[config.mk]
export PLATFORM = sky130hd
export DESIGN_NAME = cnms_judge
export DESIGN_NICKNAME = d
export VERILOG_FILES = /design/src/hw/rtl/cnms_pkg.sv /design/src/hw/rtl/cnms_judge.sv
export SDC_FILE = /design/constraint.sdc
export NUM_CORES = 1
export LEC_CHECK = 0
export BUFFER_PORTS_ARGS = -buffer_cell sky130_fd_sc_hd__buf_2
export CORE_MARGIN = 4
export CORE_UTILIZATION = 37
export DETAILED_ROUTE_END_ITERATION = 16
export GPL_ROUTABILITY_DRIVEN = 1
export GPL_TIMING_DRIVEN = 0
export PLACE_DENSITY = 0.67
export SYNTH_ARGS = -nofsm -noshare
export SYNTH_HDL_FRONTEND = slang
export SYNTH_SLANG_ARGS = --single-unit
[constraint.sdc]
create_clock -name clk -period 4.8 [get_ports clk]
set_input_delay 0.48 -clock clk [delete_from_list [all_inputs] [get_ports clk]]
set_output_delay 0.48 -clock clk [all_outputs]
set_load 0.01 [all_outputs]
[src/hw/rtl/cnms_pkg.sv]
`timescale 1ns / 1ps
// ----------------------------------------------------------------------------
// Canny NMS shared definitions
// Constants, codes and types used across the non-maximum suppression block.
// ----------------------------------------------------------------------------
package cnms_pkg;

  // Defaults for the top-level parameters.
  localparam int DEF_MAX_WIDTH       = 1024;
  localparam int DEF_MAG_BITS        = 16;
  localparam int DEF_ANGLE_FRAC_BITS = 13;

  // Fixed field widths.
  localparam int ANGLE_W    = 16;
  localparam int FIELD_W    = 11;
  localparam int ROW_W      = 11;
  localparam int APB_DATA_W = 32;
  localparam int APB_ADDR_W = 3;

  // Frame size limits and reset values.
  localparam int               MIN_DIM      = 3;
  localparam int               HEIGHT_CAP   = 1024;
  localparam logic [FIELD_W-1:0] WIDTH_RESET  = 11'd640;
  localparam logic [FIELD_W-1:0] HEIGHT_RESET = 11'd480;

  // Depth of the result queue; a power of two.
  localparam int RES_Q_DEPTH = 4;

  // Angle thresholds in Q2.30: pi, pi/8, 3pi/8, 5pi/8, 7pi/8.
  localparam longint unsigned Q30_PI  = 64'd3373259426;
  localparam longint unsigned Q30_22  = 64'd421657428;
  localparam longint unsigned Q30_67  = 64'd1264972285;
  localparam longint unsigned Q30_112 = 64'd2108287141;
  localparam longint unsigned Q30_157 = 64'd2951601998;

  // Configuration register indexes.
  typedef enum logic [0:0] {
    REG_WIDTH  = 1'b0,
    REG_HEIGHT = 1'b1
  } reg_idx_t;

  // Gradient direction sectors.
  typedef enum logic [1:0] {
    SEC_VERT = 2'd0,
    SEC_DIAG = 2'd1,
    SEC_HORZ = 2'd2,
    SEC_ANTI = 2'd3
  } sector_t;

  // Control of the item in the line buffer read stage.
  typedef struct packed {
    logic valid;
    logic emit;
    logic rows_ok;
    logic cols_ok;
    logic last;
    logic fwd;
  } stage_ctrl_t;

  // Rounds a Q2.30 constant to nearest at the given number of fraction bits.
  function automatic int q30_to_angle(input longint unsigned k, input int fb);
    longint unsigned r;
    r = (k + (64'd1 << (29 - fb))) >> (30 - fb);
    return int'(r);
  endfunction

endpackage

[src/hw/rtl/cnms_judge.sv]
`timescale 1ns / 1ps
// ----------------------------------------------------------------------------
// Canny NMS window and compare
// Line buffer write-back with forwarding, the window columns and the compare.
// ----------------------------------------------------------------------------
module cnms_judge #(
  parameter int  MAX_WIDTH = cnms_pkg::DEF_MAX_WIDTH,
  parameter int  MAG_BITS  = cnms_pkg::DEF_MAG_BITS,
  localparam int CW        = $clog2(MAX_WIDTH),
  localparam int DW        = 2 * MAG_BITS + 2
) (
  input  logic                   clk,
  input  cnms_pkg::stage_ctrl_t  s1_ctrl,
  input  logic [MAG_BITS-1:0]    s1_mag,
  input  cnms_pkg::sector_t      s1_sec,
  input  logic [CW-1:0]          s1_col,
  input  logic [DW-1:0]          rd_data,
  output logic                   wr_en,
  output logic [CW-1:0]          wr_addr,
  output logic [DW-1:0]          wr_data,
  output logic                   push,
  output logic [MAG_BITS-1:0]    push_mag,
  output logic                   push_last
);

  // Window columns: *1 is one column left of *2; top, mid, bot are rows.
  logic [MAG_BITS-1:0] top1, top2, mid1, mid2, bot1, bot2;
  cnms_pkg::sector_t   center_sec;
  logic [DW-1:0]       fwd_word;
  logic [DW-1:0]       rd_word;
  logic [MAG_BITS-1:0] top_in;
  logic [MAG_BITS-1:0] mid_in;
  cnms_pkg::sector_t   sec_rd;
  logic [MAG_BITS-1:0] na;
  logic [MAG_BITS-1:0] nb;
  logic                cmp;

  // The word written last cycle has not reached the RAM output yet.
  assign rd_word = s1_ctrl.fwd ? fwd_word : rd_data;
  assign top_in  = rd_word[DW-1 -: MAG_BITS];
  assign mid_in  = rd_word[MAG_BITS+1 -: MAG_BITS];
  assign sec_rd  = cnms_pkg::sector_t'(rd_word[1:0]);

  assign wr_en   = s1_ctrl.valid;
  assign wr_addr = s1_col;
  assign wr_data = {mid_in, s1_mag, s1_sec};

  always_comb begin
    na  = top2;
    nb  = bot2;
    cmp = 1'b0;
    case (center_sec)
      cnms_pkg::SEC_VERT: begin
        na  = top2;
        nb  = bot2;
        cmp = s1_ctrl.rows_ok;
      end
      cnms_pkg::SEC_DIAG: begin
        na  = top1;
        nb  = s1_mag;
        cmp = s1_ctrl.rows_ok && s1_ctrl.cols_ok;
      end
      cnms_pkg::SEC_HORZ: begin
        na  = mid1;
        nb  = mid_in;
        cmp = s1_ctrl.cols_ok;
      end
      cnms_pkg::SEC_ANTI: begin
        na  = bot1;
        nb  = top_in;
        cmp = s1_ctrl.rows_ok && s1_ctrl.cols_ok;
      end
    endcase
  end

  assign push      = s1_ctrl.valid && s1_ctrl.emit;
  assign push_mag  = (cmp && (na > mid2 || nb > mid2)) ? '0 : mid2;
  assign push_last = s1_ctrl.last;

  always_ff @(posedge clk) begin
    if (s1_ctrl.valid) begin
      top1       <= top2;
      top2       <= top_in;
      mid1       <= mid2;
      mid2       <= mid_in;
      bot1       <= bot2;
      bot2       <= s1_mag;
      center_sec <= sec_rd;
      fwd_word   <= wr_data;
    end
  end

endmodule

# --- Word level (Yosys, flattened, before mapping) ---
# Cells that the tools add are included.
classes:
  add_sub_neg: 0
  mul: 0
  div: 0
  magnitude_cmp: 2
  eq_ne: 3
  shift: 0
  mux: 5
  bitwise_logic: 0
  reduce_logical: 6
ops:
  columns: ["operator", "n"]
  rows:
  - ["case mux 16 bit (4 select lines)", 2]
  - ["2-to-1 mux 34 bit", 1]
  - ["greater-than comparator 16 bit", 2]
  - ["2-to-1 mux 16 bit", 1]
  - ["equality test 2 bit, second input constant", 2]
  - ["logical AND 1 bit", 3]
  - ["case mux 1 bit (3 select lines)", 1]
  - ["equality test 2 x 1 -> 1 bit, second input constant", 1]
  - ["logical NOT 2 bit", 1]
  - ["OR reduction 2 bit", 1]
  - ["logical OR 1 bit", 1]
totals:
  reg_bits: 132
  latchBits: 0
  mem_bits_rw: 0
  romBits: 0
  input_bits: 69
  wordCells: 24
  memories: 0

# --- Longest topological paths before layout ---
# Gate-level depths: netlist (run 1).
depth:
  ltp_word: 6
  mapped_depth: 12
  ltp_nobuf: 9

# --- Least setup slack after synthesis (run 1) ---
# Ideal clock, no wire load.
synth_timing:
  path_kind: "input -> output"
  startpoint: "input s1_ctrl[0] in the netlist's numbering"
  endpoint: "output push_mag[10]"
  arrival_time_ns: 3.359
  slack_ns: 0.961
  stages: 11
  n_path_buf: 3
  cell_sequence: "clkbuf_1 buf_2 mux2_2 mux4_2 ha_1 a21oi_2 nand2_1 a221o_1 o311a_4 buf_8 nor3_2"
synth_via:
  elab_chain_len: 6
synth_rtl:
  columns: ["element", "line", "text"]
  rows:
  - ["start: declaration", "cnms_judge.sv:13", "input cnms_pkg::stage_ctrl_t s1_ctrl,"]
  - ["2-to-1 mux 34 bit", "cnms_judge.sv:39", "assign rd_word = s1_ctrl.fwd ? fwd_word : rd_data;"]
  - ["via rd_word[16]", "cnms_judge.sv:30", "logic [DW-1:0] rd_word;"]
  - ["case mux 16 bit (4 select lines)", "cnms_judge.sv:52", "case (center_sec)"]
  - ["greater-than comparator 16 bit", "cnms_judge.sv:77", "assign push_mag = (cmp && (na > mid2 || nb > mid2)) ? '0 : mid2;"]
  - ["logical OR 1 bit", "cnms_judge.sv:77", null]
  - ["logical AND 1 bit", "cnms_judge.sv:77", null]
  - ["2-to-1 mux 16 bit", "cnms_judge.sv:77", null]
  - ["end: declaration", "cnms_judge.sv:22", "output logic [MAG_BITS-1:0] push_mag,"]
# The timed path passes the listed nets, and every way through them passes these cells.

# --- Worst setup path in the final report (run 1) ---
layout_timing:
  startpoint: "input s1_ctrl[0] in the netlist's numbering"
  endpoint: "output push_mag[13]"
# Same word-level chain as after synthesis.

==> results of run 1 <==
## cell usage in the layout (no fill, tap or decap), types with 2 or more instances in the layout
cell type    n
edfxtp_1   100
nand4_1      9
buf_4       47
bufinv_16    2
mux2_2      35
o211ai_1     2
nor3_2       9
buf_2      126
mux4_2      31
ha_1        32
nor2b_1      2
clkbuf_16    9
a21oi_1     10
nor3_1       5
mux2i_1      3
a21o_1       2
nand2_1      5
clkbuf_1     4
inv_1       16
o21ai_0      3
clkbuf_4     2
nand3_1      4
## registers in the layout, summed over array words and instances (netlist names)
name / cells
mid1: 16
fwd_word: 3
mid2: 16
top2: 16
bot2: 15
top1: 16
center_sec: 2
bot1: 16
## through the flow
step | setup slack [ps] | util (%) | total power, mW | std cells | instance area, sq um
after floorplan | 961 | - | 1.39 | 343 | 5480
after global placement | 181 | 43.4 | 1.56 | 646 | 6300
after detailed placement | 170 | 43.6 | 1.57 | 647 | 6330
after CTS | 169 | 45.7 | 2.33 | 663 | 6640
after global routing | 13.3 | 45.7 | 2.42 | 663 | 6650
final | 265 | 45.7 | 2.31 | 663 | 6650
## final timing paths
kind / cells past startpoint / slack, ps / to / start
setup / recovery: 12 / 270 / push_mag[13] / s1_ctrl[0]
hold reg to reg: 0 / 450 / top1[14]$_DFFE_PP_ / top2[14]$_DFFE_PP_
hold / removal: 1 / 330 / fwd_word[1]$_DFFE_PP_ / s1_sec[1]
setup reg to reg: 1 / 3770 / top2[0]$_DFFE_PP_ / mid2[0]$_DFFE_PP_
## per-layer routing
layer	wire (microns)	GRT usage [%]	vias up
met5	0	0	-
met4	174	4.65	0
met3	814	3.09	16
met2	5850	23.3	137
met1	5500	21.6	1658
li1	-	-	1569
## power by group through the flow
stage	clock [mW]	sequential (mW)	combinational [mW]
after floorplan	0	1.07	0.320
after global placement	0	1.08	0.480
after detailed placement	0	1.08	0.491
after CTS	0.776	1.06	0.493
after global routing	0.812	1.07	0.539
final	0.761	1.06	0.486
## final cells by class
type / count / area (sq um)
Clock inverter: 5 / 76.3
Fill cell: 1339 / 7890
Clock buffer: 11 / 233
Multi-Input combinational cell: 167 / 1990
Inverter: 16 / 60.1
Buffer: 60 / 434
Timing Repair Buffer: 120 / 626
Tap cell: 184 / 230
Sequential cell: 100 / 3000
## kinds of logic after synthesis
logic type | count (synthesis) | synth area share, %
mux | 69 | 20.5
compound gates | 25 | 3.40
flops | 100 | 54.8
buf+inv | 76 | 8.93
simple gates | 41 | 5.05
fa+ha+maj | 32 | 7.31
## timing repair
action | 4_1_cts | 5_1_grt
setup endpoints to repair | 0 | 10
hold buffers | 0 | 0
setup buffers | 0 | 0
gates resized for setup | 0 | 2
## worst max-delay path: cells and delay by family
family / cells / cell delay (ps)
AND/OR/NAND/NOR: 3 / 460
multiplexers: 2 / 910
adder cells (fa/ha/maj): 1 / 310
AO/OA/AOI/OAI: 2 / 780
buffers and inverters: 4 / 1110
==> flow_metrics.env, run 1 <==
export IMPL_cts_root_buf="clkbuf_16"
export IMPL_hold_violations=0
export IMPL_worstSkewPairLatency_ps=350
export IMPL_seqPwrFrac_pct=46.0
export IMPL_die_h_microns=130
export IMPL_ys_ff_latch=100
export IMPL_fmax_mhz=221
export IMPL_ant_nets=0
export IMPL_synth_edf_count=100
export IMPL_ios=132
export IMPL_drive_gt1_share_pct=56.4
export IMPL_holdWs_ps=329
export IMPL_drtPass1Iterations=5
export IMPL_grt_pass1_wl_microns=18900
export IMPL_drv_cap=0
export IMPL_post_route_period_util_pct=94.5
export IMPL_clock_skew_ps=7.07
export IMPL_slew_violations=0
export IMPL_yosys_area_top_type="edfxtp_1"
export IMPL_row_count=44
export IMPL_yosys_top_cells_area="edfxtp_1 55%, mux4_2 13%, ha_1 7.3%"
export IMPL_critPathMaxFanout=10
export IMPL_relSlewSlack_pct=62.1
export IMPL_ys_warn_count=0
export IMPL_vias_per_cell=5.10
export IMPL_clock_power_share_pct=32.9
export IMPL_clk_pin_slew_ps=60
export IMPL_grt_pass1_vias=3386
export IMPL_p_leak_nw=2.69
export IMPL_grt_max_degree=75
export IMPL_internal_power_mw=1.73
export IMPL_gp_congestion=0.805
export IMPL_worst_setup_path_start_kind="input pin"
export IMPL_comb_power_share_pct=21.0
export IMPL_slowest_delay_ps=490
export IMPL_clock_path_buffers=2
export IMPL_cts_tree="built"
export IMPL_initial_core_util_pct=37.7
export IMPL_grt_total_usage_pct=15.1
export IMPL_critical_path_class="in -> out"
export IMPL_htreeDepth=3
export IMPL_synth_top_area_share_pct=54.8
export IMPL_dp_hpwl_microns=9180
export IMPL_synth_common_cells="100 x edfxtp_1, 46 x buf_4, 35 x mux2_2"
export IMPL_rsz0062_at_grt="no"
export IMPL_layout_nets=575
export IMPL_tightest_slew_ps=554
export IMPL_swShare_pct=25.1
export IMPL_vdd_drop_max_v=0.000150
export IMPL_p_per_area_mw_per_mm2=348
export IMPL_min_period_ps=4530
export IMPL_diodes=0
export IMPL_arrival_ps=4050
export IMPL_outcome="completed"
export IMPL_ys_seq_area_share_pct=54.8
export IMPL_yosysUniqueCellTypes=36
export IMPL_setup_tns_final_ps=0
export IMPL_port_buffers=119
export IMPL_cpMostUsedCell="buf_2"
export IMPL_area_growth_syn_to_layout_pct=21.4
export IMPL_routed_wl_microns=12300
export IMPL_cp_required_ps=4320
export IMPL_vias=3380
export IMPL_cts_sinks=100
export IMPL_avgSynthCellArea_sq_um=16.0
export IMPL_finalSetupViolCount=0
export IMPL_die_x_microns=130
export IMPL_drt_initial_drc_count=184
export IMPL_path_cells="clkbuf_1, buf_2, mux2_2, mux4_2, ha_1, nand4_1, nor2_1, a221o_1, o311a_4, buf_8, nor3_2, buf_2"
export IMPL_critPathCaptureType="primary output"
export IMPL_syn_inst=343
export IMPL_synth_ff_type="edfxtp_1"
export IMPL_yosysMostFrequentCell="edfxtp_1"
export IMPL_design_core_area_sq_mm=0.0145
export IMPL_p_sw_uw=580
export IMPL_grt_ovfl_total=0
export IMPL_crit_slowest_cell="mux4_2"
export IMPL_hp_class="in -> reg"
export IMPL_netlist_area_sq_mm=0.00548
export IMPL_async_flop_share_pct=0
export IMPL_numCtsBuffers=9
export IMPL_die_area_sq_mm=0.0168
export IMPL_remaining_drc_errors=0
export IMPL_routedWlPerCell_microns=18.6
export IMPL_antenna_found_initial=0
export IMPL_syn_num_nets=444
Power figures use the tool's default switching activity.
==> run 2: changes to the inputs <==
--- a/config.mk
+++ b/config.mk
@@ -6,12 +6,14 @@
 export NUM_CORES = 1
 export LEC_CHECK = 0
 export BUFFER_PORTS_ARGS = -buffer_cell sky130_fd_sc_hd__buf_2
+export CELL_PAD_IN_SITES_DETAIL_PLACEMENT = 1
+export CELL_PAD_IN_SITES_GLOBAL_PLACEMENT = 1
 export CORE_MARGIN = 4
 export CORE_UTILIZATION = 37
 export DETAILED_ROUTE_END_ITERATION = 16
 export GPL_ROUTABILITY_DRIVEN = 1
 export GPL_TIMING_DRIVEN = 0
-export PLACE_DENSITY = 0.67
+export PLACE_DENSITY = 0.77
 export SYNTH_ARGS = -nofsm -noshare
 export SYNTH_HDL_FRONTEND = slang
 export SYNTH_SLANG_ARGS = --single-unit
==> constraint.sdc (replaced) <==
create_clock -name clk -period 5.7 [get_ports clk]
set_input_delay 0.57 -clock clk [delete_from_list [all_inputs] [get_ports clk]]
set_output_delay 0.57 -clock clk [all_outputs]
set_load 0.01 [all_outputs]
==> run 2 against run 1 <==
Net effect: clock power is 16% lower; hold slack better by 82 ps; core utilization shrank 0.052 points; via count increased by 1.1%; critical endpoint is now push_mag[8].
==> flow_metrics.env, run 2 (synthesized netlist as in run 1, its figures left out) <==
export IMPL_outcome="completed"
export IMPL_finalSetupViolCount=0
export IMPL_vias_per_cell=5.15
export IMPL_ant_nets=0
export IMPL_arrival_ps=4310
export IMPL_relSlewSlack_pct=54.2
export IMPL_r2r_end="top2[0]$_DFFE_PP_"
export IMPL_fin_area_sq_mm=0.00664
export IMPL_cts_sinks=100
export IMPL_min_period_ps=4880
export IMPL_vdd_drop_max_v=0.000158
export IMPL_diodes=0
export IMPL_cts_tree="built"
export IMPL_critPathMaxFanout=10
export IMPL_ios=132
export IMPL_grt_pass1_wl_microns=20700
export IMPL_dp_hpwl_microns=10000
export IMPL_dp_cells=647
export IMPL_worst_setup_path_start_kind="input pin"
export IMPL_fmax_mhz=205
export IMPL_hp_class="in -> reg"
export IMPL_hold_violations=0
export IMPL_die_x_microns=130
export IMPL_r2r_setup_slack_ps=4670
export IMPL_die_h_microns=130
export IMPL_layout_common_cells="128 x buf_2, 100 x edfxtp_1, 47 x buf_4"
export IMPL_mostFrequentLayoutCell="buf_2"
export IMPL_drive_gt1_share_pct=56.4
export IMPL_post_route_period_util_pct=85.7
export IMPL_r2r_start="mid2[0]$_DFFE_PP_"
export IMPL_critPathCaptureType="primary output"
export IMPL_drv_cap=0
export IMPL_holdWs_ps=411
export IMPL_cp_required_ps=5130
export IMPL_p_leak_nw=2.69
export IMPL_critical_path_class="in -> out"
export IMPL_hold_path_endpoint="fwd_word[1]$_DFFE_PP_"
export IMPL_worstSkewPairLatency_ps=350
export IMPL_routedWlPerCell_microns=20.4
export IMPL_htreeDepth=3
export IMPL_drtPass1Iterations=4
export IMPL_gp_congestion=0.809
export IMPL_port_buffers=119
export IMPL_cts_root_buf="clkbuf_16"
export IMPL_fillers=1492
export IMPL_layout_nets=575
export IMPL_grt_max_degree=53
export IMPL_grt_total_usage_pct=16.7
export IMPL_numCtsBuffers=9
export IMPL_startpoint="s1_ctrl[0]"
export IMPL_clock_skew_ps=2.77
export IMPL_remaining_drc_errors=0
export IMPL_die_area_sq_mm=0.0168
export IMPL_drt_initial_drc_count=210
export IMPL_grt_ovfl_total=0
export IMPL_slew_violations=0
export IMPL_post_cts_setup_buffer_count=0
export IMPL_place_area_sq_mm=0.00633
export IMPL_initial_core_util_pct=37.7
export IMPL_tightest_slew_ps=687
export IMPL_row_count=44
export IMPL_grt_pass1_vias=3764
export IMPL_vias=3416
export IMPL_design_core_area_sq_mm=0.0145
export IMPL_clock_path_buffers=2
export IMPL_area_growth_syn_to_layout_pct=21.2
export IMPL_cts_hold_buffers=0
export IMPL_p_per_area_mw_per_mm2=294
export IMPL_setup_tns_final_ps=0
export IMPL_clk_pin_slew_ps=60
export IMPL_rsz0062_at_grt="no"
export IMPL_instances_no_fill=663
export IMPL_hp_start="s1_sec[1]"
export IMPL_reg2regPathDepth=1
export IMPL_antenna_found_initial=0
export IMPL_cts_resized=0
export IMPL_whs_path_depth=1
export IMPL_routed_wl_microns=13500
==> run 2: cell type report <==
cell class / instances / area, sq um / area share, %
inverters: 16 / 60.1 / 0.904
plain buffers: 60 / 429 / 6.46
multi-input cells: 167 / 1990 / 29.9
flip-flops and latches: 100 / 3000 / 45.2
clock buffers: 9 / 225 / 3.39
well taps: 184 / 230 / 3.47
clock inverters: 7 / 81.3 / 1.22
repair buffers: 120 / 626 / 9.42
==> run 2: per-layer routing <==
| layer | track usage [%] | wire length [microns] | vias up |
|---|---|---|---|
| li1 | - | - | 1573 |
| met5 | 0 | 0 | - |
| met1 | 21.6 | 5630 | 1720 |
| met2 | 27.8 | 6770 | 109 |
| met3 | 4.29 | 931 | 14 |
| met4 | 5.13 | 177 | 0 |
==> run 2: through the flow <==
step                      util, %  power, mW  setup WS (ps)
final                        45.7       1.95            816
after global routing         45.7       2.05            640
after CTS                    45.7       1.98            754
after detailed placement     43.6       1.34            795
after global placement       43.4       1.31            841
after floorplan                 -       1.17           1680
==> run 2: worst max path at each step <==
stage              endpoint  slack (ps)  cells after the start
2_1_floorplan  push_mag[10]        1680                     11
3_3_place_gp    push_mag[6]         840                     12
3_5_place_dp   push_mag[14]         790                     12
4_1_cts        push_mag[14]         750                     12
5_1_grt        push_mag[10]         640                     12
6_report        push_mag[8]         820                     12
==> run 2: where the power goes <==
| group | total, mW | leakage, nW | switching, mW | internal [mW] |
|---|---|---|---|---|
| clock | 0.638 | 0.152 | 0.259 | 0.378 |
| combinational | 0.418 | 1.56 | 0.216 | 0.203 |
| sequential | 0.897 | 0.979 | 0.0235 | 0.873 |
| total | 1.95 | 2.69 | 0.498 | 1.45 |
==> run 2: worst max-delay path, stage by stage <==
cell,delay (ps)
clkbuf_1,430
buf_2,470
mux2_2,410
mux4_2,460
ha_1,350
a21oi_1,190
o21ai_0,160
a221o_1,350
o311a_4,430
buf_8,170
nor3_2,160
buf_2,160
==> run 3: changes to the inputs <==
--- a/config.mk
+++ b/config.mk
@@ -10,9 +10,9 @@
 export CELL_PAD_IN_SITES_GLOBAL_PLACEMENT = 1
 export CORE_MARGIN = 4
 export CORE_UTILIZATION = 37
+export CTS_BUF_LIST = sky130_fd_sc_hd__clkbuf_8 sky130_fd_sc_hd__clkbuf_16
 export DETAILED_ROUTE_END_ITERATION = 16
 export GPL_ROUTABILITY_DRIVEN = 1
-export GPL_TIMING_DRIVEN = 0
 export PLACE_DENSITY = 0.77
 export SYNTH_ARGS = -nofsm -noshare
 export SYNTH_HDL_FRONTEND = slang
==> run 3 against run 2 <==
Net effect: clock-buffer cell count unchanged; critical path depth is 2 lower; hold slack gained 2.7 ps; final area down 7.9%; die area stayed put; maximum frequency increased by 3.8%; worst setup slack gained 180 ps; clock skew is 2.5 ps higher; sequential cell count stayed put; via count is 7.3% lower; clock power decreased by 17%.
==> flow_metrics.env, run 3 (synthesized netlist as in run 1, its figures left out) <==
export IMPL_cp_required_ps=5130
export IMPL_area_growth_syn_to_layout_pct=11.6
export IMPL_rsz0062_at_grt="no"
export IMPL_layout_common_cells="108 x buf_2, 100 x edfxtp_1, 35 x mux2_2"
export IMPL_instances_no_fill=596
export IMPL_worstSkewPairLatency_ps=340
export IMPL_numCtsBuffers=9
export IMPL_routed_wl_microns=12200
export IMPL_grt_total_usage_pct=14.9
export IMPL_htreeDepth=3
export IMPL_drtPass1Iterations=4
export IMPL_min_period_ps=4710
export IMPL_arrival_ps=4140
export IMPL_reg2regPathDepth=1
export IMPL_row_count=44
export IMPL_dp_hpwl_microns=8970
export IMPL_r2r_setup_slack_ps=4680
export IMPL_seqCellArea_sq_mm=0.00300
export IMPL_ios=132
export IMPL_finalSetupViolCount=0
export IMPL_finish_utilization_pct=42.1
export IMPL_r2r_start="mid2[0]$_DFFE_PP_"
export IMPL_antenna_found_initial=0
export IMPL_p_per_area_mw_per_mm2=294
export IMPL_vias_per_cell=5.31
export IMPL_relSlewSlack_pct=42.8
export IMPL_clk_pin_slew_ps=60
export IMPL_grt_ovfl_total=0
export IMPL_fillers=1499
export IMPL_drv_cap=0
export IMPL_grt_pass1_vias=3457
export IMPL_drive_gt1_share_pct=49.5
export IMPL_vdd_drop_max_v=0.000185
export IMPL_hold_path_endpoint="fwd_word[1]$_DFFE_PP_"
export IMPL_post_cts_setup_buffer_count=0
export IMPL_tightest_slew_ps=858
export IMPL_die_area_sq_mm=0.0168
export IMPL_ant_nets=0
export IMPL_whs_path_depth=1
export IMPL_critical_path_class="in -> out"
export IMPL_hp_start="s1_sec[1]"
export IMPL_layout_nets=509
export IMPL_initial_core_util_pct=37.7
export IMPL_fmax_mhz=213
export IMPL_grt_pass1_wl_microns=19000
export IMPL_grt_max_degree=59
export IMPL_setup_tns_final_ps=0
export IMPL_vias=3166
export IMPL_p_leak_nw=2.37
export IMPL_die_h_microns=130
export IMPL_outcome="completed"
export IMPL_setup_ws_ps=995
export IMPL_hp_class="in -> reg"
export IMPL_port_buffers=109
export IMPL_cts_tree="built"
export IMPL_critPathCaptureType="primary output"
export IMPL_p_total_mw=1.80
export IMPL_die_x_microns=130
export IMPL_dp_cells=581
export IMPL_cts_root_buf="clkbuf_16"
export IMPL_routedWlPerCell_microns=20.5
export IMPL_diodes=0
export IMPL_cts_sinks=100
export IMPL_pre_cts_ws_ps=1020
export IMPL_post_route_period_util_pct=82.6
export IMPL_cts_hold_buffers=0
export IMPL_worst_setup_path_start_kind="input pin"
export IMPL_hold_violations=0
export IMPL_r2r_end="top2[0]$_DFFE_PP_"
export IMPL_clock_path_buffers=2
export IMPL_gp_congestion=0.780
export IMPL_drt_initial_drc_count=213
export IMPL_design_core_area_sq_mm=0.0145
export IMPL_remaining_drc_errors=0
export IMPL_multi_input_area_sq_mm=0.00199
export IMPL_clock_skew_ps=5.27
export IMPL_slew_violations=0
export IMPL_mostFrequentLayoutCell="buf_2"
export IMPL_cts_resized=0
export IMPL_critPathMaxFanout=34
[run 3: changes by cell type in the layout (fill, tap and decap cells not counted), sizes merged]
cell	change
clkinv	-1
inv	+2
bufinv	-2
clkbuf	-2
buf	-64
[run 3: how the worst max path moves through the flow]
stage,from,end,slack [ps],cells past startpoint
final,s1_ctrl[0],push_mag[4],990,10
after floorplan,s1_ctrl[0],push_mag[10],1680,11
after detailed placement,s1_ctrl[0],push_mag[4],1020,10
after global routing,s1_ctrl[0],push_mag[4],790,10
after CTS,s1_ctrl[0],push_mag[4],1000,10
after global placement,s1_ctrl[0],push_mag[15],1030,10
[run 3: cell type report]
cell class | instances | area share (%)
flip-flops and latches | 100 | 49.1
multi-input cells | 167 | 32.5
repair buffers | 114 | 9.58
well taps | 184 | 3.77
clock buffers | 9 | 3.68
inverters | 16 | 0.982
clock inverters | 6 | 0.409
[run 3: power by group]
part           internal (mW)  total (mW)  switching [mW]
clock network          0.285       0.530           0.245
registers              0.874       0.898          0.0237
logic                  0.169       0.369           0.200
total                   1.33        1.80           0.469
[run 3: stage by stage]
| stage | cell area (sq um) | hold slack [ps] |
|---|---|---|
| after floorplan | 5480 | 421 |
| after global placement | 5860 | 427 |
| after detailed placement | 5860 | 442 |
| after CTS | 6110 | 396 |
| after global routing | 6110 | 404 |
| final | 6110 | 414 |
[run 3: layer usage]
metal	wire length [microns]	global-route usage (%)
met5	0	0
met4	221	5.50
met3	602	2.97
met2	5990	24.3
met1	5390	19.8
[run 3: worst max-delay path, stage by stage]
cell     delay, ps
buf_2          650
mux2_2         430
mux4_2         470
ha_1           330
a21oi_1        150
o21ai_0        130
a221o_1        320
o311a_4        520
nor3_1         350
buf_2          200
