`config.mk`:
```
export PLATFORM = sky130hd
export DESIGN_NAME = cnms_seq_flat
export DESIGN_NICKNAME = d
export VERILOG_FILES = /design/src/hw/rtl/cnms_pkg.sv /design/src/hw/rtl/cnms_pix_if.sv /design/src/hw/rtl/cnms_seq.sv /design/src/flat_wrapper.sv
export SDC_FILE = /design/constraint.sdc
export NUM_CORES = 1
export LEC_CHECK = 0
export BUFFER_PORTS_ARGS = -buffer_cell sky130_fd_sc_hd__buf_4
export CAP_MARGIN = 20
export CORE_MARGIN = 2
export CORE_UTILIZATION = 40
export CTS_CLUSTER_DIAMETER = 30
export CTS_CLUSTER_SIZE = 28
export DETAILED_ROUTE_END_ITERATION = 12
export GPL_TIMING_DRIVEN = 1
export SETUP_SLACK_MARGIN = 0.02
export SYNTH_ARGS = -nofsm -noshare
export SYNTH_HDL_FRONTEND = slang
export SYNTH_SLANG_ARGS = --single-unit
```
`constraint.sdc`:
```
create_clock -name clk -period 7.5 [get_ports clk]
set_input_delay 0.75 -clock clk [delete_from_list [all_inputs] [get_ports clk]]
set_output_delay 0.75 -clock clk [all_outputs]
set_load 0.01 [all_outputs]
```
`src/hw/rtl/cnms_pkg.sv`:
```
`timescale 1ns / 1ps
// ----------------------------------------------------------------------------
// Canny NMS shared definitions
// Constants, codes and types used across the non-maximum suppression block.
// ----------------------------------------------------------------------------
package cnms_pkg;

  // Defaults for the top-level parameters.
  localparam int DEF_MAX_WIDTH       = 1024;
  localparam int DEF_MAG_BITS        = 16;
  localparam int DEF_ANGLE_FRAC_BITS = 13;

  // Fixed field widths.
  localparam int ANGLE_W    = 16;
  localparam int FIELD_W    = 11;
  localparam int ROW_W      = 11;
  localparam int APB_DATA_W = 32;
  localparam int APB_ADDR_W = 3;

  // Frame size limits and reset values.
  localparam int               MIN_DIM      = 3;
  localparam int               HEIGHT_CAP   = 1024;
  localparam logic [FIELD_W-1:0] WIDTH_RESET  = 11'd640;
  localparam logic [FIELD_W-1:0] HEIGHT_RESET = 11'd480;

  // Depth of the result queue; a power of two.
  localparam int RES_Q_DEPTH = 4;

  // Angle thresholds in Q2.30: pi, pi/8, 3pi/8, 5pi/8, 7pi/8.
  localparam longint unsigned Q30_PI  = 64'd3373259426;
  localparam longint unsigned Q30_22  = 64'd421657428;
  localparam longint unsigned Q30_67  = 64'd1264972285;
  localparam longint unsigned Q30_112 = 64'd2108287141;
  localparam longint unsigned Q30_157 = 64'd2951601998;

  // Configuration register indexes.
  typedef enum logic [0:0] {
    REG_WIDTH  = 1'b0,
    REG_HEIGHT = 1'b1
  } reg_idx_t;

  // Gradient direction sectors.
  typedef enum logic [1:0] {
    SEC_VERT = 2'd0,
    SEC_DIAG = 2'd1,
    SEC_HORZ = 2'd2,
    SEC_ANTI = 2'd3
  } sector_t;

  // Control of the item in the line buffer read stage.
  typedef struct packed {
    logic valid;
    logic emit;
    logic rows_ok;
    logic cols_ok;
    logic last;
    logic fwd;
  } stage_ctrl_t;

  // Rounds a Q2.30 constant to nearest at the given number of fraction bits.
  function automatic int q30_to_angle(input longint unsigned k, input int fb);
    longint unsigned r;
    r = (k + (64'd1 << (29 - fb))) >> (30 - fb);
    return int'(r);
  endfunction

endpackage

```
`src/hw/rtl/cnms_pix_if.sv`:
```
`timescale 1ns / 1ps
// ----------------------------------------------------------------------------
// Canny NMS pixel channel
// Valid/ready channel carrying one gradient pixel word.
// ----------------------------------------------------------------------------
interface cnms_pix_if #(
  parameter int MAG_BITS = cnms_pkg::DEF_MAG_BITS
) ();
  logic                               valid;
  logic                               ready;
  logic [MAG_BITS-1:0]                magnitude;
  logic signed [cnms_pkg::ANGLE_W-1:0] angle;
  logic                               pad;
  logic                               frame_start;

  modport source (output valid, magnitude, angle, pad, frame_start, input ready);
  modport sink   (input valid, magnitude, angle, pad, frame_start, output ready);
endinterface

```
`src/hw/rtl/cnms_seq.sv`:
```
`timescale 1ns / 1ps
// ----------------------------------------------------------------------------
// Canny NMS input sequencer
// Raster counters, sector sorting, line buffer read and the read stage register.
// ----------------------------------------------------------------------------
module cnms_seq #(
  parameter int  MAX_WIDTH       = cnms_pkg::DEF_MAX_WIDTH,
  parameter int  MAG_BITS        = cnms_pkg::DEF_MAG_BITS,
  parameter int  ANGLE_FRAC_BITS = cnms_pkg::DEF_ANGLE_FRAC_BITS,
  localparam int CW              = $clog2(MAX_WIDTH),
  localparam int WW              = $clog2(MAX_WIDTH + 1)
) (
  input  logic                         clk,
  input  logic                         rst,
  cnms_pix_if.sink                     pixel,
  input  logic                         space,
  input  logic [WW-1:0]                eff_w,
  input  logic [cnms_pkg::ROW_W-1:0]   eff_h,
  output logic                         rd_en,
  output logic [CW-1:0]                rd_addr,
  output cnms_pkg::stage_ctrl_t        s1_ctrl,
  output logic [MAG_BITS-1:0]          s1_mag,
  output cnms_pkg::sector_t            s1_sec,
  output logic [CW-1:0]                s1_col
);

  localparam int ANG_PI  = cnms_pkg::q30_to_angle(cnms_pkg::Q30_PI, ANGLE_FRAC_BITS);
  localparam int ANG_22  = cnms_pkg::q30_to_angle(cnms_pkg::Q30_22, ANGLE_FRAC_BITS);
  localparam int ANG_67  = cnms_pkg::q30_to_angle(cnms_pkg::Q30_67, ANGLE_FRAC_BITS);
  localparam int ANG_112 = cnms_pkg::q30_to_angle(cnms_pkg::Q30_112, ANGLE_FRAC_BITS);
  localparam int ANG_157 = cnms_pkg::q30_to_angle(cnms_pkg::Q30_157, ANGLE_FRAC_BITS);
  localparam int AW      = $clog2(ANG_PI + (1 << (cnms_pkg::ANGLE_W - 1))) + 1;

  localparam logic signed [AW-1:0] A_PI  = AW'(ANG_PI);
  localparam logic signed [AW-1:0] A_22  = AW'(ANG_22);
  localparam logic signed [AW-1:0] A_67  = AW'(ANG_67);
  localparam logic signed [AW-1:0] A_112 = AW'(ANG_112);
  localparam logic signed [AW-1:0] A_157 = AW'(ANG_157);

  logic [CW-1:0]               in_column;
  logic [cnms_pkg::ROW_W-1:0]  in_row;
  logic [CW-1:0]               col_a;
  logic [cnms_pkg::ROW_W-1:0]  row_a;
  logic [WW-1:0]               col_inc;
  logic                        wrap;
  logic                        ignore;
  logic                        accept;
  logic [CW-1:0]               col_next;
  logic [cnms_pkg::ROW_W-1:0]  row_next;
  logic signed [AW-1:0]        ang_fold;
  cnms_pkg::sector_t           sec_in;
  logic                        k1;
  logic                        k2;
  cnms_pkg::stage_ctrl_t       ctrl_next;

  assign pixel.ready = space;
  assign accept      = pixel.valid && space;

  // Negative directions are folded by half a turn before sorting.
  always_comb begin
    if (pixel.angle[cnms_pkg::ANGLE_W-1]) begin
      ang_fold = AW'(pixel.angle) + A_PI;
    end else begin
      ang_fold = AW'(pixel.angle);
    end
    if (ang_fold <= A_22 || ang_fold > A_157) begin
      sec_in = cnms_pkg::SEC_VERT;
    end else if (ang_fold <= A_67) begin
      sec_in = cnms_pkg::SEC_DIAG;
    end else if (ang_fold <= A_112) begin
      sec_in = cnms_pkg::SEC_HORZ;
    end else begin
      sec_in = cnms_pkg::SEC_ANTI;
    end
  end

  // Position of this word, after a late wrap and a frame restart.
  always_comb begin
    col_a = in_column;
    row_a = in_row;
    if (WW'(in_column) >= eff_w) begin
      col_a = '0;
      row_a = in_row + 1'b1;
    end
    if (pixel.frame_start || (!pixel.pad && row_a >= eff_h)) begin
      col_a = '0;
      row_a = '0;
    end
    // Pads only count on the flush row and at the start of the row after it.
    ignore = pixel.pad &&
             !(row_a == eff_h || (row_a == eff_h + 1'b1 && col_a == '0));

    col_inc = WW'(col_a) + 1'b1;
    wrap    = col_inc >= eff_w;
    if (ignore) begin
      col_next = col_a;
      row_next = row_a;
    end else if (wrap) begin
      col_next = '0;
      row_next = row_a + 1'b1;
    end else begin
      col_next = col_inc[CW-1:0];
      row_next = row_a;
    end

    // A row start judges the last pixel two rows up, any other column the
    // pixel one row up and one column left.
    k2 = col_a == '0 && row_a >= cnms_pkg::ROW_W'(2);
    k1 = col_a != '0 && row_a != '0;

    ctrl_next.valid   = accept && !ignore;
    ctrl_next.emit    = k1 || k2;
    ctrl_next.rows_ok = k2 ? (row_a >= cnms_pkg::ROW_W'(3) && row_a <= eff_h)
                           : (row_a >= cnms_pkg::ROW_W'(2) && row_a < eff_h);
    ctrl_next.cols_ok = k1 && col_a >= CW'(2);
    ctrl_next.last    = k2 && row_a == eff_h + 1'b1;
    ctrl_next.fwd     = s1_ctrl.valid && s1_col == col_a;
  end

  assign rd_en   = ctrl_next.valid;
  assign rd_addr = col_a;

  always_ff @(posedge clk) begin
    if (rst) begin
      in_column <= '0;
      in_row    <= '0;
      s1_ctrl   <= '0;
    end else begin
      s1_ctrl <= ctrl_next;
      if (accept) begin
        in_column <= col_next;
        in_row    <= row_next;
      end
    end
  end

  always_ff @(posedge clk) begin
    if (rd_en) begin
      s1_mag <= pixel.pad ? '0 : pixel.magnitude;
      s1_sec <= pixel.pad ? cnms_pkg::SEC_VERT : sec_in;
      s1_col <= col_a;
    end
  end

endmodule

```
`src/flat_wrapper.sv`:
```
// flat-port wrapper written by rule: the top's interface ports become plain ports
module cnms_seq_flat 
#(
  parameter int  MAX_WIDTH       = cnms_pkg::DEF_MAX_WIDTH,
  parameter int  MAG_BITS        = cnms_pkg::DEF_MAG_BITS,
  parameter int  ANGLE_FRAC_BITS = cnms_pkg::DEF_ANGLE_FRAC_BITS,
  localparam int CW              = $clog2(MAX_WIDTH),
  localparam int WW              = $clog2(MAX_WIDTH + 1)
)
  (clk, rst, space, eff_w, eff_h, rd_en, rd_addr, s1_ctrl, s1_mag, s1_sec, s1_col, pixel_valid, pixel_magnitude, pixel_angle, pixel_pad, pixel_frame_start, pixel_ready);
  cnms_pix_if #(.MAG_BITS(MAG_BITS)) pixel_i ();
  input  logic clk;
  input  logic rst;
  input  logic space;
  input  logic [WW-1:0] eff_w;
  input  logic [cnms_pkg::ROW_W-1:0] eff_h;
  output logic rd_en;
  output logic [CW-1:0] rd_addr;
  output cnms_pkg::stage_ctrl_t s1_ctrl;
  output logic [MAG_BITS-1:0] s1_mag;
  output cnms_pkg::sector_t s1_sec;
  output logic [CW-1:0] s1_col;
  input wire logic [$bits(pixel_i.valid)-1:0] pixel_valid;
  input wire logic [$bits(pixel_i.magnitude)-1:0] pixel_magnitude;
  input wire logic [$bits(pixel_i.angle)-1:0] pixel_angle;
  input wire logic [$bits(pixel_i.pad)-1:0] pixel_pad;
  input wire logic [$bits(pixel_i.frame_start)-1:0] pixel_frame_start;
  output wire logic [$bits(pixel_i.ready)-1:0] pixel_ready;
  assign pixel_i.valid = pixel_valid;
  assign pixel_i.magnitude = pixel_magnitude;
  assign pixel_i.angle = pixel_angle;
  assign pixel_i.pad = pixel_pad;
  assign pixel_i.frame_start = pixel_frame_start;
  assign pixel_ready = pixel_i.ready;
  cnms_seq #(.MAX_WIDTH(MAX_WIDTH), .MAG_BITS(MAG_BITS), .ANGLE_FRAC_BITS(ANGLE_FRAC_BITS)) u_core (.clk(clk), .rst(rst), .pixel(pixel_i), .space(space), .eff_w(eff_w), .eff_h(eff_h), .rd_en(rd_en), .rd_addr(rd_addr), .s1_ctrl(s1_ctrl), .s1_mag(s1_mag), .s1_sec(s1_sec), .s1_col(s1_col));
endmodule
```
# Word-level counts from Yosys, hierarchy flattened
# Index checks and enable logic that the tools add are counted.
# totals
ff_bits	55
output_inout_bits	46
# op_classes
order_cmp	12
addsub	5
n_reduce_logical	24
n_mux	12
n_eq_ne	3
# ops
operator	count
$mux W11	4
$mux W10	4
$le A17 B15 Y1 const B	2
$add A11 B1 Y11 const B	3
$eq A11 B11 Y1	2
$ge A11 B11 Y1	2
$ge A11 B2 Y1 const B	2
$add A16 B16 Y17 const B	1
$gt A17 B16 Y1 const B	1
$le A17 B13 Y1 const B	1
$mux W17	1
$logic_and A1 B1 Y1	12
$add A10 B1 Y11 const B	1
$ge A10 B11 Y1	1
$le A11 B11 Y1	1
$lt A11 B11 Y1	1
$reduce_bool A11 Y1	1
$eq A10 B10 Y1	1
$ge A10 B2 Y1 const B	1
$logic_not A10 Y1	1
$reduce_bool A10 Y1	1
$logic_or A1 B1 Y1	4
$logic_not A1 Y1	3
$mux W1	3
other kinds (2)	2

# Logic depth before layout (Yosys ltp)
# Gate-level depths: netlist of the first run.
# logic_depth
word_depth	13
depth_mapped	33

# Worst setup path before layout of the first run
# No wires, ideal clock.
# synth_path
kind	input-to-output
from	input eff_w[8]
to	output rd_en
path_buffers	3
cell_stages	25
arrival_ns	6.590
slack_ns	0.160
path_cell_list	inv_1 -> ha_1 -> a211oi_1 -> nor3_1 -> or2_2 -> o21ai_0 -> and2_1 -> inv_1 -> ha_1 -> nand2_1 -> o21ai_0 -> a21oi_1 -> o21ai_0 -> clkbuf_1 -> nor2_1 -> clkbuf_1 -> nand2_1 -> ha_1 -> nor2b_1 -> o2111ai_1 -> or4bb_1 -> nor4_4 -> nor2_1 -> clkbuf_1 -> nor2_1
# synth_between
elab_chain_len	13
# synth_rtl
item	line_no	rtl
start: declaration	flat_wrapper.sv:15	input logic [WW-1:0] eff_w;
$ge A10 B11 Y1 *	cnms_seq.sv:81	if (WW'(in_column) >= eff_w) begin
$mux W11	cnms_seq.sv:81	
$ge A11 B11 Y1	cnms_seq.sv:85	if (pixel.frame_start || (!pixel.pad && row_a >= eff_h)) begin
$logic_and A1 B1 Y1	cnms_seq.sv:85	
$logic_or A1 B1 Y1	cnms_seq.sv:85	
$mux W11 or $mux W10 (tied branches)	cnms_seq.sv:85	
$eq A11 B11 Y1 or $logic_not A10 Y1 (tied branches)	cnms_seq.sv:91	!(row_a == eff_h || (row_a == eff_h + 1'b1 && col_a == '0));
$logic_and A1 B1 Y1	cnms_seq.sv:91	
$logic_or A1 B1 Y1 *	cnms_seq.sv:91	
$logic_not A1 Y1 *	cnms_seq.sv:91	
$logic_and A1 B1 Y1 *	cnms_seq.sv:90	ignore = pixel.pad &&
$logic_not A1 Y1 *	cnms_seq.sv:111	ctrl_next.valid = accept && !ignore;
$logic_and A1 B1 Y1 *	cnms_seq.sv:111	
end: declaration	flat_wrapper.sv:17	output logic rd_en;
# Every way passes the cells marked *; elsewhere a longest branch is shown, timed or not.

# Final worst setup path of the first run
# layout_path
from	input eff_w[2]
to	output rd_en
# The elaborated chain is that of the path after synthesis.

==> impl_metrics.csv, run 1 <==
group,metric,value,unit
yosys,syn_area_per_cell,8.40,um^2
yosys,synth-seq-cells,55,
power,power_density,121,mW/mm^2
worst_setup_path,worstPathRequired,6.75,ns
placed_design,place_area,0.00618,mm^2
final_layout,drive_gt1_share,20.5,%
placed_design,gp_congestion,0.905,
clock_tree,numCtsBuffers,5,
final_layout,finalNonFillerCells,893,
final_layout,utilization,50.4,%
route,drtIter0Drc,308,
final_layout,final_cell_mix,"124 x buf_4, 52 x ha_1, 47 x nor2_1",
global_route,grt_pass1_vias,4840,
final_layout,fin_area,0.00634,mm^2
clock_tree,clock_insertion_delay_worst_skew,0.30,ns
route,wl_met2,7310,um
yosys,ys_async_sr_fraction,0,%
route,ant_nets,0,
floorplan,die_x,117,um
route,post_drt_wl_per_cell,16.7,um
route,vias,5001,
clock_tree,cts.sinks,55,
final_layout,nets,832,
yosys,synth_area,0.00512,mm^2
status,status,"complete, no violations",
route,top_layer,"met4",
route,drc_errors,0,
timing,hold_viol,0,
timing,rsz0062_at_grt,"false",
clock_tree,cts_buffer_depth,2,
final_layout,area_delta_synth_final,23.7,%
power,peakVddDrop,0.0999,mV
yosys,ys_seq_area_share,27.0,%
final_layout,final_common_cell,"buf_4",
clock_tree,root_buffer,"clkbuf_16",
route,wl_met1,6600,um
placed_design,port_buffers,104,
hold_path,hold_class,"reg -> reg",
global_route,grt_usage,22.0,%
floorplan,core,0.0126,mm^2
placed_design,dp_hpwl,12200,um
route,wirelength,14900,um
timing,finalSetupViolations,0,
floorplan,dieHeight,117,um
yosys,synthCells,610,
clock_tree,htreeDepth,2,
yosys,synth_nets,722,
yosys,synth_edf_count,28,
timing,slew_headroom,31.0,%
timing,clock_skew,0.00701,ns
final_layout,antenna_cells,0,
timing,report.final.slew_viol_count,0,
yosys,yosysUniqueCellTypes,71,
worst_setup_path,end_kind,"output port",
timing,worst_pin_slew,1.03,ns
run,cap_violations,0,
global_route,grt_pass1_wl,23800,um
global_route,grt_max_degree,29,
placed_design,placed_cells,885,
worst_setup_path,arrival,6.13,ns
global_route,antenna_found_initial,0,
global_route,globalRouteOverflowTotal,0,
floorplan,die_area,0.0137,mm^2
timing,fin_setup_tns,0,ns
route,viasPerCell,5.60,
timing,clock.fmax,145,MHz
power,p_leak,2.71,nW
yosys,yosysWarnings,0,
clock_tree,clk_pin_slew,0.07,ns
floorplan,rows,41,
timing,min_period_over_period,91.7,%
timing,hold_slack,0.543,ns
route,first_pass_iters,5,
timing,period_minus_slack,6.88,ns
clock_tree,cts_tree,"done",
yosys,synth_flop_cell,"edfxtp_1",
worst_setup_path,criticalPathCategory,"in -> out",
worst_setup_path,path_max_fanout,12,
floorplan,initial_core_util,40.8,%
route,met3_length,832,um
clock_tree,cts_setup_buffers,0,
floorplan,io_pins,106,
worst_setup_path,cp-start-kind,"input port",
## what timing repair did
item | CTS | global route
gates resized for setup | 0 | 1
setup endpoints to repair | 0 | 8
hold buffers | 0 | 0
## path summary, 6_finish.rpt
path,slack [ns],depth (start not counted),startpoint,end
setup / recovery,0.62,24,eff_w[2],rd_en
hold / removal,0.54,2,u_core.in_row[9]$_SDFFE_PP0P_,u_core.in_row[9]$_SDFFE_PP0P_
setup reg to reg,0.81,29,u_core.in_column[0]$_SDFFE_PP0P_,u_core.in_row[9]$_SDFFE_PP0P_
hold reg to reg,0.54,2,u_core.in_row[9]$_SDFFE_PP0P_,u_core.in_row[9]$_SDFFE_PP0P_
## synth_stat cells, drive strengths merged, types with 3 or more instances
cell type,number,area [um^2]
o21a,9,67.6
clkbuf,17,63.8
nand2b,8,50.1
mux2i,3,30.0
a211oi,11,95.1
and2,14,87.6
o21bai,6,45.0
a21o,5,37.5
a32o,5,50.1
edfxtp,28,841
buf,4,31.3
o211ai,5,37.5
a32oi,3,26.3
or3,7,43.8
nand3,34,170
nand4,11,68.8
a311oi,3,26.3
o21ai,25,129
a31oi,7,50.1
nand2,46,173
ha,52,651
or4,7,52.6
o22ai,4,25.0
xor2,24,225
a21oi,24,135
xnor2,29,254
o2111ai,4,35.0
nor3b,3,22.5
nor2,49,184
o31ai,4,30.0
nor2b,27,169
o31a,3,26.3
and3,8,50.1
inv,39,146
dfxtp,27,541
nand3b,3,22.5
nor4,7,58.8
nor3,13,65.1
## state kept, by name, summed over array words and instances (netlist names)
name and cells:
u_core.s1_mag 16, u_core.in_row 11, u_core.in_column 10, u_core.s1_col 10, u_core.s1_ctrl 6, u_core.s1_sec 2
## final cells by class
type                            instances  area [um^2]
Fill cell                            1226         6230
Sequential cell                        55         1380
Multi-Input combinational cell        495         3510
Inverter                               39          146
Clock buffer                            5          125
Timing Repair Buffer                  124          931
Tap cell                              172          215
Clock inverter                          3         31.3
## where the power goes
part           switching (mW)  leakage [nW]  internal (mW)
logic                  0.0989          2.18         0.0815
registers             0.00727         0.455          0.326
clock network           0.122        0.0778          0.130
total                   0.228          2.71          0.537
## critical path: stages
cell	delay (ns)
buf_4	0.11
inv_1	0.09
ha_1	0.26
a31oi_1	0.20
nor2b_1	0.12
o21ai_1	0.57
nand2_1	0.27
xnor2_1	0.39
ha_1	0.30
nor2b_1	0.09
o21ai_0	0.12
a21oi_1	0.34
o21ai_0	0.25
buf_4	0.24
nor2_1	0.16
inv_1	0.13
ha_1	0.32
nor2b_1	0.11
o2111ai_1	0.12
or4bb_1	0.55
nor4_4	0.23
nor2_1	0.13
nor2_2	0.11
buf_4	0.15
## per-layer routing
metal	GRT usage, %	up-vias
met2	39.5	154
met3	2.99	15
met5	0	-
met1	28.1	2372
met4	5.18	0
li1	-	2460
## cell families after synthesis
kind of cell / count (synthesis) / synth area share, %
simple gates: 245 / 25.1
compound gates: 138 / 19.5
buf+inv: 60 / 4.71
flops: 55 / 27.0
xor+xnor: 54 / 9.79
fa+ha+maj: 53 / 12.9
mux: 5 / 1.03
## metrics by stage
stage | worst slack [ns] | total power, mW
global route | 0.0778 | 0.801
detailed placement | 0.278 | 0.520
global placement | 0.446 | 0.513
CTS | 0.541 | 0.769
finish | 0.625 | 0.765
floorplan | 0.160 | 0.444
Note: power is estimated with default switching activity, not from simulation.
==> run 2: changes to the inputs <==
Settings changed: CTS_BUF_LIST from default to sky130_fd_sc_hd__clkbuf_8.
==> impl_metrics.csv, run 2 (same netlist as run 1, synthesis figures left out) <==
group,metric,value,unit
placed_design,port_buffers,104,
worst_setup_path,cp_slowest_stage_delay,0.58,ns
hold_path,hold_class,"reg -> reg",
worst_setup_path,cpLargestDelayFamily,"simple AND/OR/NAND/NOR gates",
route,wirelength,15000,um
final_layout,area_delta_synth_final,22.6,%
global_route,grt-busiest-layer,"met2",
clock_tree,clk_pin_slew,0.10,ns
timing,finalSetupViolations,0,
placed_design,gp_congestion,0.905,
floorplan,die_x,117,um
final_layout,reg_top3,"u_core.s1_mag x16, u_core.in_row x11",
timing,rsz0062_at_grt,"false",
clock_tree,numCtsBuffers,5,
clock_tree,root_buffer,"clkbuf_8",
floorplan,rows,41,
placed_design,place_ws,0.278,ns
timing,worst_pin_slew,1.07,ns
floorplan,core,0.0126,mm^2
final_layout,fin_area,0.00628,mm^2
timing,fin_ws,0.579,ns
global_route,use_met2,39.4,%
floorplan,io_pins,106,
timing,hold_slack,0.556,ns
power,p_leak,2.69,nW
final_layout,final_cell_mix,"124 x buf_4, 52 x ha_1, 47 x nor2_1",
worst_setup_path,criticalPathCategory,"in -> out",
final_layout,final_common_cell,"buf_4",
worst_setup_path,cp-start-kind,"input port",
worst_setup_path,cp_slowest_cell,"o21ai_1",
power,peakVddDrop,0.0646,mV
global_route,antenna_found_initial,0,
worst_setup_path,worstPathRequired,6.75,ns
route,drc_errors,0,
timing,clock_skew,0.0113,ns
power,power_density,111,mW/mm^2
route,vias,4984,
status,status,"complete, no violations",
timing,report.final.slew_viol_count,0,
global_route,grt_max_degree,29,
timing,period_minus_slack,6.92,ns
final_layout,largest_reg_flops,16,
timing,fin_setup_tns,0,ns
final_layout,antenna_cells,0,
floorplan,initial_core_util,40.8,%
clock_tree,clock_insertion_delay_worst_skew,0.33,ns
floorplan,die_area,0.0137,mm^2
route,ant_nets,0,
global_route,grt_usage,22.1,%
global_route,grt_pass1_wl,23800,um
worst_setup_path,end_kind,"output port",
route,viasPerCell,5.58,
timing,hold_viol,0,
route,post_drt_wl_per_cell,16.8,um
route,drtIter0Drc,287,
final_layout,top_register,"u_core.s1_mag",
worst_setup_path,path_buf_inv,5,
clock_tree,htreeDepth,2,
timing,slew_headroom,28.1,%
clock_tree,cts.sinks,55,
global_route,grt_use_met1,28.2,%
final_layout,nets,832,
clock_tree,cts_buffer_depth,2,
global_route,globalRouteOverflowTotal,0,
timing,clock.fmax,144,MHz
final_layout,drive_gt1_share,20.5,%
global_route,grt_pass1_vias,4850,
run,cap_violations,0,
worst_setup_path,arrival,6.17,ns
placed_design,place_area,0.00618,mm^2
floorplan,dieHeight,117,um
worst_setup_path,path_cells,"buf_4 > inv_1 > ha_1 > a31oi_1 > nor2b_1 > o21ai_1 > nand2_1 > xnor2_1 > ha_1 > nor2b_1 > o21ai_0 > a21oi_1 > o21ai_0 > buf_4 > nor2_1 > inv_1 > ha_1 > nor2b_1 > o2111ai_1 > or4bb_1 > nor4_4 > nor2_1 > nor2_2 > buf_4",
timing,min_period_over_period,92.3,%
worst_setup_path,path_max_fanout,12,
route,first_pass_iters,4,
global_route,use_met3,2.63,%
placed_design,dp_hpwl,12200,um
clock_tree,cts_tree,"done",
run 2: cell counts in the layout (fill, tap and decap cells not counted):
Identical to the previous run, type by type.
run 2: layout make-up:
cell class	instances	area, um^2
clock buffer	5	68.8
clock inverter	3	31.3
fill	1234	6290
inverter	39	146
multi-input combinational	495	3510
sequential	55	1380
tap	172	215
timing repair buffer	124	931
run 2: power by group:
| group | switching (mW) | internal, mW |
|---|---|---|
| combinational | 0.0987 | 0.0814 |
| sequential | 0.00738 | 0.326 |
| clock | 0.115 | 0.0713 |
run 2: routing by layer:
metal  wire [um]  share of wire, %
met4         190               1.3
met2        7310                49
met1        6860                46
met5           0                 0
met3         634               4.2
run 2: worst register-to-register path, delay by kind of cell, from the launching register on:
kind	cells	cell delay, ns
AOI/OAI and AO/OA	10	2.23
xor gates and xnor gates	2	0.55
adders and majority gates	4	1.08
buffers and inverters	3	0.48
DFF	1	0.44
and+or+nand+nor	10	1.88
run 2: final timing paths:
path	cells after the start	slack, ns	to	startpoint
setup / recovery	24	0.58	rd_en	eff_w[2]
hold / removal	2	0.56	u_core.in_row[9]$_SDFFE_PP0P_	u_core.in_row[9]$_SDFFE_PP0P_
setup reg to reg	29	0.78	u_core.in_row[9]$_SDFFE_PP0P_	u_core.in_column[0]$_SDFFE_PP0P_
hold reg to reg	2	0.56	u_core.in_row[9]$_SDFFE_PP0P_	u_core.in_row[9]$_SDFFE_PP0P_
run 2: per-stage QoR:
| stage | total power, mW | instances | util (%) |
|---|---|---|---|
| after global routing | 0.736 | 893 | 50.0 |
| after global placement | 0.513 | 885 | 49.2 |
| after detailed placement | 0.520 | 885 | 49.2 |
| after CTS | 0.704 | 893 | 50.0 |
| final | 0.700 | 893 | 50.0 |
| after floorplan | 0.444 | 610 | - |
run 2: what timing repair did:
action,in CTS,in global routing
resized for setup,0,1
hold endpoints to repair,0,0
hold buffers,0,0
setup buffers,0,0
endpoints found under the setup margin,0,8
==> run 3: changes to the inputs <==
Settings changed: CORE_ASPECT_RATIO from default to 1.4.
Clock period 7.5 ns to 6.4 ns, I/O delays scaled along.
==> impl_metrics.csv, run 3 (same netlist as run 1, synthesis figures left out) <==
group,metric,value,unit
status,status,"complete, no violations",
global_route,grt_pass1_vias,5175,
floorplan,core,0.0124,mm^2
floorplan,initial_core_util,41.2,%
final_layout,final_common_cell,"buf_4",
clock_tree,cts_tree,"done",
route,first_pass_iters,5,
worst_setup_path,cp_slowest_stage_delay,0.54,ns
timing,hold_slack,0.559,ns
final_layout,finalNonFillerCells,927,
final_layout,drive_gt1_share,27.7,%
timing,finalSetupViolations,0,
placed_design,place_area,0.00657,mm^2
timing,worst_pin_slew,0.829,ns
timing,min_period_over_period,94.7,%
global_route,use_met2,44.4,%
worst_setup_path,arrival,5.42,ns
global_route,grt_max_degree,29,
hold_path,hold_class,"reg -> reg",
timing,clock.fmax,165,MHz
final_layout,final_cell_mix,"178 x buf_4, 51 x ha_1, 46 x nand2_1",
power,p_leak,2.96,nW
final_layout,antenna_cells,0,
clock_tree,cts_buffer_depth,2,
timing,fin_ws,0.341,ns
worst_setup_path,end_kind,"output port",
timing,period_minus_slack,6.06,ns
floorplan,die_area,0.0137,mm^2
placed_design,placed_cells,915,
final_layout,fin_area,0.00672,mm^2
clock_tree,hold_buffers,0,
worst_setup_path,rr_worst_depth,30,
floorplan,rows,48,
clock_tree,cts.sinks,55,
worst_setup_path,worstPathRequired,5.76,ns
clock_tree,numCtsBuffers,5,
timing,rsz0062_at_grt,"false",
global_route,globalRouteOverflowTotal,0,
route,drc_errors,0,
worst_setup_path,cp_slowest_cell,"or4bb_1",
placed_design,gp_congestion,0.922,
route,vias,5202,
floorplan,die_x,99.7,um
placed_design,dp_hpwl,12900,um
worst_setup_path,criticalPathCategory,"in -> out",
route,wirelength,15700,um
run,cap_violations,0,
hold_path,hold_depth,2,
placed_design,port_buffers,104,
floorplan,io_pins,106,
power,peakVddDrop,0.0873,mV
final_layout,final.fill_count,1187,
final_layout,utilization,54.0,%
power,power_density,122,mW/mm^2
floorplan,dieHeight,138,um
route,drtIter0Drc,275,
route,ant_nets,0,
timing,slew_headroom,44.7,%
worst_setup_path,cp-start-kind,"input port",
final_layout,area_delta_synth_final,31.1,%
global_route,antenna_found_initial,0,
final_layout,reg_top3,"u_core.s1_mag x16, u_core.in_row x11",
global_route,grt-busiest-layer,"met2",
final_layout,top_register,"u_core.s1_mag",
global_route,grt_pass1_wl,24800,um
route,post_drt_wl_per_cell,16.9,um
worst_setup_path,path_max_fanout,7,
timing,hold_viol,0,
final_layout,largest_reg_flops,16,
clock_tree,clk_pin_slew,0.11,ns
clock_tree,root_buffer,"clkbuf_8",
global_route,use_met3,1.81,%
clock_tree,clock_insertion_delay_worst_skew,0.32,ns
global_route,grt_use_met1,24.7,%
global_route,grt_usage,22.7,%
timing,clock_skew,0.0104,ns
timing,report.final.slew_viol_count,0,
clock_tree,htreeDepth,2,
worst_setup_path,crit_top_cell,"buf_4",
final_layout,nets,888,
route,viasPerCell,5.61,
placed_design,place_ws,-0.245,ns
## run 3: changes by cell type in the layout (fill, tap and decap cells not counted), moves of 3 or more
cell / change
nor2_1: -3
a21oi_2: +3
buf_4: +54
a21oi_1: -3
## run 3: per-stage QoR
| stage | total power, mW | setup TNS (ns) |
|---|---|---|
| final | 0.821 | 0 |
| after global routing | 0.859 | 0 |
| after CTS | 0.821 | 0 |
| after detailed placement | 0.619 | -2.35 |
| after global placement | 0.612 | -0.159 |
| after floorplan | 0.522 | 0 |
## run 3: final cells by class
| cell class | count | area, um^2 | area share [%] |
|---|---|---|---|
| well taps | 150 | 188 | 2.79 |
| repair buffers | 180 | 1370 | 20.4 |
| clock buffers | 5 | 68.8 | 1.02 |
| multi-input cells | 495 | 3550 | 52.8 |
| flip-flops and latches | 55 | 1380 | 20.6 |
| inverters | 39 | 146 | 2.18 |
| clock inverters | 3 | 21.3 | 0.317 |
## run 3: report_power, final
part           internal (mW)  leakage (nW)  switching (mW)
Combinational          0.105          2.46           0.120
Sequential             0.382         0.455         0.00814
Clock                 0.0783        0.0499           0.127
Total                  0.566          2.96           0.255
## run 3: timing repair
item	CTS	global route
setup buffers	0	3
endpoints found under the setup margin	0	22
gates resized for setup	0	9
endpoints found under the hold margin	0	0
## run 3: metal layers
layer  part of all wire (%)  vias to the layer above
li1                       -                     2573
met1                     39                     2446
met2                     54                      148
met3                    3.3                       35
met4                    3.4                        0
met5                      0                        -
## run 3: critical path: cells and delay by family
family | cells | cell delay [ns]
AO/OA/AOI/OAI | 6 | 1.20
adder cells (fa/ha/maj) | 3 | 0.84
buffers and inverters | 6 | 0.62
AND/OR/NAND/NOR | 11 | 2.10
## run 3: path summary, 6_finish.rpt
kind              slack [ns]                              from                            end
setup reg to reg        0.51  u_core.in_column[0]$_SDFFE_PP0P_  u_core.in_row[5]$_SDFFE_PP0P_
hold reg to reg         0.56     u_core.in_row[8]$_SDFFE_PP0P_  u_core.in_row[8]$_SDFFE_PP0P_
hold / removal          0.56     u_core.in_row[8]$_SDFFE_PP0P_  u_core.in_row[8]$_SDFFE_PP0P_
setup / recovery        0.34                          eff_w[8]                          rd_en
